$ cat config.mk
export PLATFORM = sky130hd
export DESIGN_NAME = backslash_escape_decoder_unit
export DESIGN_NICKNAME = d
export VERILOG_FILES = /design/src/bsesc_pkg.sv /design/src/bsesc_decode.sv /design/src/backslash_escape_decoder_unit.sv
export SDC_FILE = /design/constraint.sdc
export NUM_CORES = 1
export LEC_CHECK = 0
export BUFFER_PORTS_ARGS = -buffer_cell sky130_fd_sc_hd__buf_2
export CORE_UTILIZATION = 35
export CTS_BUF_LIST = sky130_fd_sc_hd__clkbuf_16
export DETAILED_ROUTE_END_ITERATION = 6
export PLACE_DENSITY_LB_ADDON = 0.12
export SYNTH_ARGS = -nofsm -noshare
export SYNTH_HDL_FRONTEND = slang
export SYNTH_HIERARCHICAL = 1
export SYNTH_SLANG_ARGS = --single-unit
$ cat constraint.sdc
create_clock -name clk -period 5.25 [get_ports clk]
set_input_delay 0.525 -clock clk [delete_from_list [all_inputs] [get_ports clk]]
set_output_delay 0.525 -clock clk [all_outputs]
set_load 0.02 [all_outputs]
$ cat src/bsesc_pkg.sv
// Shared types and constants for the backslash escape decoder.
`timescale 1ns / 1ps
`default_nettype none

package bsesc_pkg;

  localparam int unsigned MaxRun = 4;

  // Parser mode, one-hot
  typedef enum logic [2:0] {
    MODE_IDLE   = 3'b001,
    MODE_SLASH  = 3'b010,
    MODE_DIGITS = 3'b100
  } parse_mode_t;

  // Kind of numeric escape being collected
  typedef enum logic [1:0] {
    KIND_HEX2 = 2'd0,
    KIND_HEX4 = 2'd1,
    KIND_OCT3 = 2'd2
  } escape_kind_t;

  // Parser state carried from one text byte to the next
  typedef struct packed {
    parse_mode_t  mode;
    escape_kind_t kind;
    logic [2:0]   digit_count;
    logic [15:0]  code_value;
  } parse_state_t;

  localparam parse_state_t ParseReset = '{
    mode: MODE_IDLE, kind: KIND_HEX2, digit_count: 3'd0, code_value: 16'd0
  };

  // Decoded bytes caused by one text byte
  typedef struct packed {
    logic [MaxRun-1:0][7:0] data;
    logic [2:0]             count;
  } run_t;

  localparam logic [7:0] ChBackslash = 8'h5C;
  localparam logic [7:0] ChX         = 8'h78;
  localparam logic [7:0] ChU         = 8'h75;
  localparam logic [7:0] ChZero      = 8'h30;

endpackage

`default_nettype wire

$ cat src/bsesc_decode.sv
// Combinational decode of one text byte against the parser state.
`timescale 1ns / 1ps
`default_nettype none

module bsesc_decode (
  input  var bsesc_pkg::parse_state_t state,
  input  var logic [7:0]              in_byte,
  input  var logic                    text_end,
  output bsesc_pkg::parse_state_t     state_next,
  output bsesc_pkg::run_t             run
);
  import bsesc_pkg::*;

  logic [3:0]  digit;
  logic        digit_ok;
  logic [15:0] value_new;
  logic [2:0]  count_new;
  logic [2:0]  limit;
  logic [7:0]  letter;
  logic [7:0]  ctrl_byte;
  logic        ctrl_ok;

  // Classify the byte as a digit of the pending escape kind
  always_comb begin
    digit    = 4'd0;
    digit_ok = 1'b0;
    if (state.kind == KIND_OCT3) begin
      if (in_byte >= 8'h30 && in_byte <= 8'h37) begin
        digit    = 4'(in_byte - 8'h30);
        digit_ok = 1'b1;
      end
    end else if (in_byte >= 8'h30 && in_byte <= 8'h39) begin
      digit    = 4'(in_byte - 8'h30);
      digit_ok = 1'b1;
    end else if (in_byte >= 8'h61 && in_byte <= 8'h66) begin
      digit    = 4'(in_byte - 8'h57);
      digit_ok = 1'b1;
    end else if (in_byte >= 8'h41 && in_byte <= 8'h46) begin
      digit    = 4'(in_byte - 8'h37);
      digit_ok = 1'b1;
    end
  end

  // Shift the digit into the value and look up the digit limit
  always_comb begin
    if (state.kind == KIND_OCT3) begin
      value_new = {state.code_value[12:0], digit[2:0]};
    end else begin
      value_new = {state.code_value[11:0], digit};
    end
    count_new = state.digit_count + 3'd1;
    case (state.kind)
      KIND_HEX2: begin limit = 3'd2; letter = ChX; end
      KIND_HEX4: begin limit = 3'd4; letter = ChU; end
      KIND_OCT3: begin limit = 3'd3; letter = ChZero; end
      default:   begin limit = 3'd2; letter = ChX; end
    endcase
  end

  // Map simple escape letters to control bytes
  always_comb begin
    ctrl_ok = 1'b1;
    case (in_byte)
      8'h61:       ctrl_byte = 8'h07;
      8'h62:       ctrl_byte = 8'h08;
      8'h74:       ctrl_byte = 8'h09;
      8'h6E:       ctrl_byte = 8'h0A;
      8'h76:       ctrl_byte = 8'h0B;
      8'h66:       ctrl_byte = 8'h0C;
      8'h72:       ctrl_byte = 8'h0D;
      8'h65:       ctrl_byte = 8'h1B;
      ChBackslash: ctrl_byte = ChBackslash;
      default: begin
        ctrl_byte = ChBackslash;
        ctrl_ok   = 1'b0;
      end
    endcase
  end

  // Build the run of output bytes and the next state
  always_comb begin
    logic [15:0] v;
    logic        emit_val;
    logic        do_plain;
    state_next = state;
    run        = '0;
    emit_val   = 1'b0;
    do_plain   = 1'b0;
    v          = state.code_value;

    case (state.mode)
      MODE_SLASH: begin
        state_next.mode = MODE_IDLE;
        if (in_byte == ChX || in_byte == ChU || in_byte == ChZero) begin
          if (text_end) begin
            run.data[0] = in_byte;
            run.count   = 3'd1;
          end else begin
            state_next.mode        = MODE_DIGITS;
            state_next.kind        = (in_byte == ChX) ? KIND_HEX2 :
                                     (in_byte == ChU) ? KIND_HEX4 : KIND_OCT3;
            state_next.digit_count = 3'd0;
            state_next.code_value  = 16'd0;
          end
        end else if (ctrl_ok) begin
          run.data[0] = ctrl_byte;
          run.count   = 3'd1;
        end else begin
          run.data[0] = ChBackslash;
          run.data[1] = in_byte;
          run.count   = 3'd2;
        end
      end
      MODE_DIGITS: begin
        if (digit_ok) begin
          state_next.code_value  = value_new;
          state_next.digit_count = count_new;
          v = value_new;
          if (count_new >= limit || text_end) begin
            emit_val        = 1'b1;
            state_next.mode = MODE_IDLE;
          end
        end else begin
          do_plain = 1'b1;
          if (state.digit_count != 3'd0) begin
            emit_val = 1'b1;
          end else begin
            run.data[0] = letter;
            run.count   = 3'd1;
          end
        end
      end
      default: begin
        do_plain = 1'b1;
      end
    endcase

    // Emit the collected value as UTF-8
    if (emit_val) begin
      if (v <= 16'h007F) begin
        run.data[0] = v[7:0];
        run.count   = 3'd1;
      end else if (v <= 16'h07FF) begin
        run.data[0] = 8'hC0 | {3'b000, v[10:6]};
        run.data[1] = 8'h80 | {2'b00, v[5:0]};
        run.count   = 3'd2;
      end else begin
        run.data[0] = 8'hE0 | {4'b0000, v[15:12]};
        run.data[1] = 8'h80 | {2'b00, v[11:6]};
        run.data[2] = 8'h80 | {2'b00, v[5:0]};
        run.count   = 3'd3;
      end
    end

    // Treat the byte as ordinary text after whatever is already queued
    if (do_plain) begin
      state_next.mode = MODE_IDLE;
      if (in_byte == ChBackslash && !text_end) begin
        state_next.mode = MODE_SLASH;
      end else begin
        run.data[run.count[1:0]] = in_byte;
        run.count                = run.count + 3'd1;
      end
    end

    if (text_end) begin
      state_next = ParseReset;
    end
  end

endmodule

`default_nettype wire

$ cat src/backslash_escape_decoder_unit.sv
// Top level of the backslash escape decoder: input register, parser state, run buffer.
`timescale 1ns / 1ps
`default_nettype none

// Decodes C-style backslash escapes in a byte stream, writing numeric escapes
// (\xHH, \uHHHH, \0OOO) as UTF-8.
// Input channel s_axis: one text byte per transfer in s_axis_tdata, with
// s_axis_tlast on the final byte of a text. Output channel m_axis: one decoded
// byte per transfer; m_axis_tuser marks the last byte caused by one input byte
// and m_axis_tlast the final byte of the whole text.
// A byte accepted into the input register is decoded into the run buffer once
// the run buffer is free, and its first output byte is offered from there.
// Throughput: one input byte per cycle while each causes at most one output
// byte and the receiver is ready. A byte that causes n output bytes holds the
// run buffer until all n are taken, so the output port (one byte per cycle)
// sets the rate; bytes that cause no output leave the run buffer free.
// An input register sits in front of the run buffer, so one input byte is
// taken while the receiver stalls; further input waits until the run buffer
// drains. Reset clears both stages and returns the parser to idle.

module backslash_escape_decoder_unit (
  input  var logic       clk,
  input  var logic       rst,
  input  var logic       s_axis_tvalid,
  output logic           s_axis_tready,
  input  var logic [7:0] s_axis_tdata,   // [7:0] in_byte
  input  var logic       s_axis_tlast,   // text_end
  output logic           m_axis_tvalid,
  input  var logic       m_axis_tready,
  output logic [7:0]     m_axis_tdata,   // [7:0] out_byte
  output logic           m_axis_tuser,   // run_last
  output logic           m_axis_tlast    // stream_last
);
  import bsesc_pkg::*;

  logic                   in_full;
  logic [7:0]             in_byte;
  logic                   in_end;
  parse_state_t           state;
  parse_state_t           state_next;
  run_t                   dec_run;
  logic                   run_valid;
  logic [MaxRun-1:0][7:0] run_data;
  logic [2:0]             run_cnt;
  logic [1:0]             run_idx;
  logic                   run_end;
  logic [2:0]             run_top;
  logic                   last_beat;
  logic                   run_free;
  logic                   move;

  bsesc_decode u_decode (
    .state      (state),
    .in_byte    (in_byte),
    .text_end   (in_end),
    .state_next (state_next),
    .run        (dec_run)
  );

  // Handshake control between the stages
  assign run_top   = run_cnt - 3'd1;
  assign last_beat = run_valid && (run_idx == run_top[1:0]);
  assign run_free  = !run_valid || (m_axis_tready && last_beat);
  assign move      = in_full && run_free;

  assign s_axis_tready = !in_full || run_free;
  assign m_axis_tvalid = run_valid;
  assign m_axis_tdata  = run_data[run_idx];
  assign m_axis_tuser  = last_beat;
  assign m_axis_tlast  = last_beat && run_end;

  // Input register: hold the transfer until the decoder takes it
  always_ff @(posedge clk) begin
    if (rst) begin
      in_full <= 1'b0;
    end else if (s_axis_tvalid && s_axis_tready) begin
      in_full <= 1'b1;
    end else if (move) begin
      in_full <= 1'b0;
    end
  end

  always_ff @(posedge clk) begin
    if (s_axis_tvalid && s_axis_tready) begin
      in_byte <= s_axis_tdata;
      in_end  <= s_axis_tlast;
    end
  end

  // Parser state: advance once per decoded byte
  always_ff @(posedge clk) begin
    if (rst) begin
      state <= ParseReset;
    end else if (move) begin
      state <= state_next;
    end
  end

  // Run buffer control: load on decode, advance on each output transfer
  always_ff @(posedge clk) begin
    if (rst) begin
      run_valid <= 1'b0;
      run_idx   <= 2'd0;
    end else if (move) begin
      run_valid <= (dec_run.count != 3'd0);
      run_idx   <= 2'd0;
    end else if (run_free) begin
      run_valid <= 1'b0;
    end else if (m_axis_tvalid && m_axis_tready) begin
      run_idx <= run_idx + 2'd1;
    end
  end

  always_ff @(posedge clk) begin
    if (move) begin
      run_data <= dec_run.data;
      run_cnt  <= dec_run.count;
      run_end  <= in_end;
    end
  end

  // A valid run holds at least one and at most four bytes
  assert property (@(posedge clk) disable iff (rst)
    run_valid |-> (run_cnt != 3'd0 && run_cnt <= 3'd4))
    else $error("run buffer valid with bad byte count");

  // End of text is flagged only on the last byte of a run
  assert property (@(posedge clk) disable iff (rst)
    m_axis_tlast |-> m_axis_tuser)
    else $error("stream end outside run end");

  // A waiting input byte is held while the run buffer is busy
  assert property (@(posedge clk) disable iff (rst)
    (in_full && run_valid && !m_axis_tready) |=> in_full)
    else $error("input byte dropped during stall");

  // A mid-run transfer steps to the next byte of the same run
  assert property (@(posedge clk) disable iff (rst)
    (m_axis_tvalid && m_axis_tready && !last_beat) |=>
      (run_valid && run_idx == $past(run_idx) + 2'd1))
    else $error("run index did not advance");

endmodule

`default_nettype wire
==> flow_summary_export.csv <==
group,metric,value,unit
critical_path,critPathRequiredTime,5.34,ns
detailed_routing,drtPass1Iterations,7,
detailed_routing,wl,14700,um
grt,grt_use_total,0.195,
clock_tree,post_cts_resized,0,
final_layout,multi_input_area,0.00316,mm2
sta,hold_viol_final,0,
final_layout,fillers,1468,
synth,ys_types,82,
sta,clock_skew,0.00912,ns
clock_tree,path_clk_slew,0.06,ns
die,die_w,125,um
grt,grt_max_degree,53,
clock_tree,root_buffer,"clkbuf_16",
placed_design,io_buffer_count,24,
critical_path,crit_fanout,15,
synth,yosys.area_share.adder,0.0376,
grt,overflow,0,
critical_path,crit_arrival,4.35,ns
power,ir_drop,0.000130,V
detailed_routing,routedWlPerCell,19.7,um
final_layout,fin_nets,585,
die,io_pins,25,
critical_path,crit_type,"reg2reg",
die,die_y,125,um
synth,synth_top_area_share,0.248,
sta,fin_crit,4.26,ns
final_layout,fin_area,0.00588,mm2
sta,fmax,235,MHz
clock_tree,cts_hold_buf,0,
placed_design,gp_congestion,0.909,
synth,synthMuxAreaShare,0.135,
detailed_routing,dr.first_iter.drc_count,332,
synth,synth_xor_area_frac,0.00799,
critical_path,slowest_delay,0.64,ns
synth,yosys.area_share.simple,0.215,
synth,synthCells,546,
clock_tree,htreeDepth,3,
placed_design,dp_cells,729,
synth,yosys.area.top_type,"edfxtp_1",
critical_path,end_kind,"register",
clock_tree,insertion_delay,0.35,ns
final_layout,area_growth,10.3,%
sta,fin_setup_tns,0,ns
power,finalPower,1380,uW
sta,fin_crit_sh,0.812,
detailed_routing,vias,4329,
final_layout,drive_gt1_frac,0.178,
synth,syn_avg_cell_area,9.76,um2
grt,grt_pass1_wl,23400,um
synth,synth_edf_count,44,
synth,ys_seq_area_frac,0.353,
final_layout,regArea,0.00188,mm2
sta,rsz0062_at_grt,"false",
detailed_routing,drtAntennaViolNets,0,
synth,ys.flop_type,"edfxtp_1",
run_status,status,"finished clean",
die,num_rows,44,
synth,synth_top_family_by_area,"simple AND/OR/NAND/NOR gates",
sta,slew_headroom,0.200,
power,p_leak,0.00223,uW
power,power.density,235,mW/mm2
synth,synth-seq-cells,72,
grt,grt_pass1_vias,4162,
sta,worstMarginPinSlew,1.19,ns
synth,syn-num-nets,575,
synth,synth_compound_area_frac,0.195,
synth,synth_common_cells,"nand2b_1 (53), edfxtp_1 (44), nor2_1 (40)",
detailed_routing,drc,0,
critical_path,cp_slowest_cell,"ha_1",
placed_design,place_area,0.00557,mm2
critical_path,cp-start-kind,"register",
synth,netlist_area,0.00533,mm2
hold_path,hold_class,"in2reg",
detailed_routing,vias_per_cell,5.81,
synth,synth.most_common_cell,"nand2b_1",
die,start_util,0.362,
placed_design,dp_hpwl,10800,um
sta,final_max_slew_viol_count,0,
sta,final-setup-viol-count,0,
clock_tree,cts.sinks,72,
clock_tree,clockBufferDepth,2,
synth,ys_top_cells_by_area,"edfxtp_1 (25%), dfxtp_1 (11%), nand2b_1 (6.2%), mux2i_1 (6.0%), ha_1 (3.8%)",
critical_path,worstPathCellList,"ha_1 > mux2_2 > or4_1 > mux2i_1 > o32ai_2 > inv_1 > ha_1 > nor2b_1 > and3_1 > nor3_1 > a221o_1",
synth,synth_warnings,6,
final_layout,num_antenna_cells,0,
die,core_area,0.0147,mm2
critical_path,cpMostUsedCell,"ha_1",
flow_run,cap_violations,0,
synth,synth-async-reset-ratio,0,
critical_path,regToRegSetupSlack,0.99,ns
clock_tree,cts_setup_buffers,0,
grt,antenna_found_initial,0,
clock_tree,cts_buffers,9,
die,fp.dieArea,0.0157,mm2
final_layout,final_cells,745,
clock_tree,tritoncts,"built",
==> path summary, 6_finish.rpt <==
kind / to / from / cells past startpoint
min: in_byte[6] / s_axis_tdata[6] / 1
max reg2reg: run_data[8] / state[20] / 11
max: run_data[8] / state[20] / 11
min reg2reg: state[17] / state[17] / 2
==> layout make-up <==
class / instances / share of cell area
clock inverter: 7 / 0.0136
inverter: 23 / 0.0147
clock buffer: 9 / 0.0383
timing repair buffer: 36 / 0.0358
tap: 184 / 0.0392
sequential: 72 / 0.320
multi-input combinational: 414 / 0.538
==> metal layers <==
layer  wire length (um)  global-route usage
met1               7070               0.272
met2               6710               0.303
met3                581              0.0261
met4                306              0.0818
met5                  0                   0
==> placed cells by master (no fill, tap or decap), types with 3 or more instances in the layout <==
master	instances
a211oi_1	6
a21o_1	8
a21oi_1	34
a221o_1	9
a22o_1	3
a22oi_1	16
a31oi_1	4
and2_1	5
and3_1	14
buf_2	24
buf_4	12
clkbuf_16	9
dfxtp_1	28
edfxtp_1	44
ha_1	16
inv_1	23
mux2_2	16
mux2i_1	32
mux4_2	8
nand2_1	25
nand2b_1	53
nand3_1	4
nand3b_1	4
nor2_1	40
nor2b_1	5
nor3_1	14
nor4_1	9
o211ai_1	6
o21a_1	3
o21ai_0	10
o21ai_1	3
o31ai_1	6
or3_1	5
==> logic make-up (layout without fill, tap and decap cells) <==
logic type / Yosys count / in the layout
adder cells (fa/ha/maj): 16 / 16
buffers and inverters: 60 / 75
AND/OR/NAND/NOR: 199 / 199
multiplexers: 59 / 59
XOR/XNOR: 4 / 4
AO/OA/AOI/OAI: 136 / 136
flip-flops: 72 / 72
==> sequential cells by signal, indices dropped and copies added, names as in the netlist <==
signal	cells
in_byte	8
run_end	1
m_axis_tvalid	1
in_full	1
run_cnt	2
run_data	32
in_end	1
state	24
run_idx	2
==> power breakdown <==
| group | leakage [uW] | total (uW) | switching, uW | internal, uW |
|---|---|---|---|---|
| Clock | 0.000148 | 634 | 260 | 373 |
| Sequential | 0.000651 | 644 | 25.3 | 618 |
| Combinational | 0.00143 | 103 | 59.0 | 44.2 |
==> metrics by stage <==
stage / setup WS, ns / hold slack, ns / utilization
after floorplan: 1.53 / 0.451 / -
after global placement: 1.14 / 0.501 / 0.379
after detailed placement: 1.05 / 0.510 / 0.379
after CTS: 1.03 / 0.342 / 0.400
after global routing: 0.748 / 0.343 / 0.400
final: 0.986 / 0.351 / 0.400
==> critical path, delay by kind of cell, from the launching register on <==
family | cells | cell delay, ns
simple gates | 4 | 1.27
mux | 2 | 0.86
fa+ha+maj | 2 | 0.79
compound gates | 2 | 0.55
flops | 1 | 0.41
buf+inv | 1 | 0.12
Power figures use the tool's default switching activity.
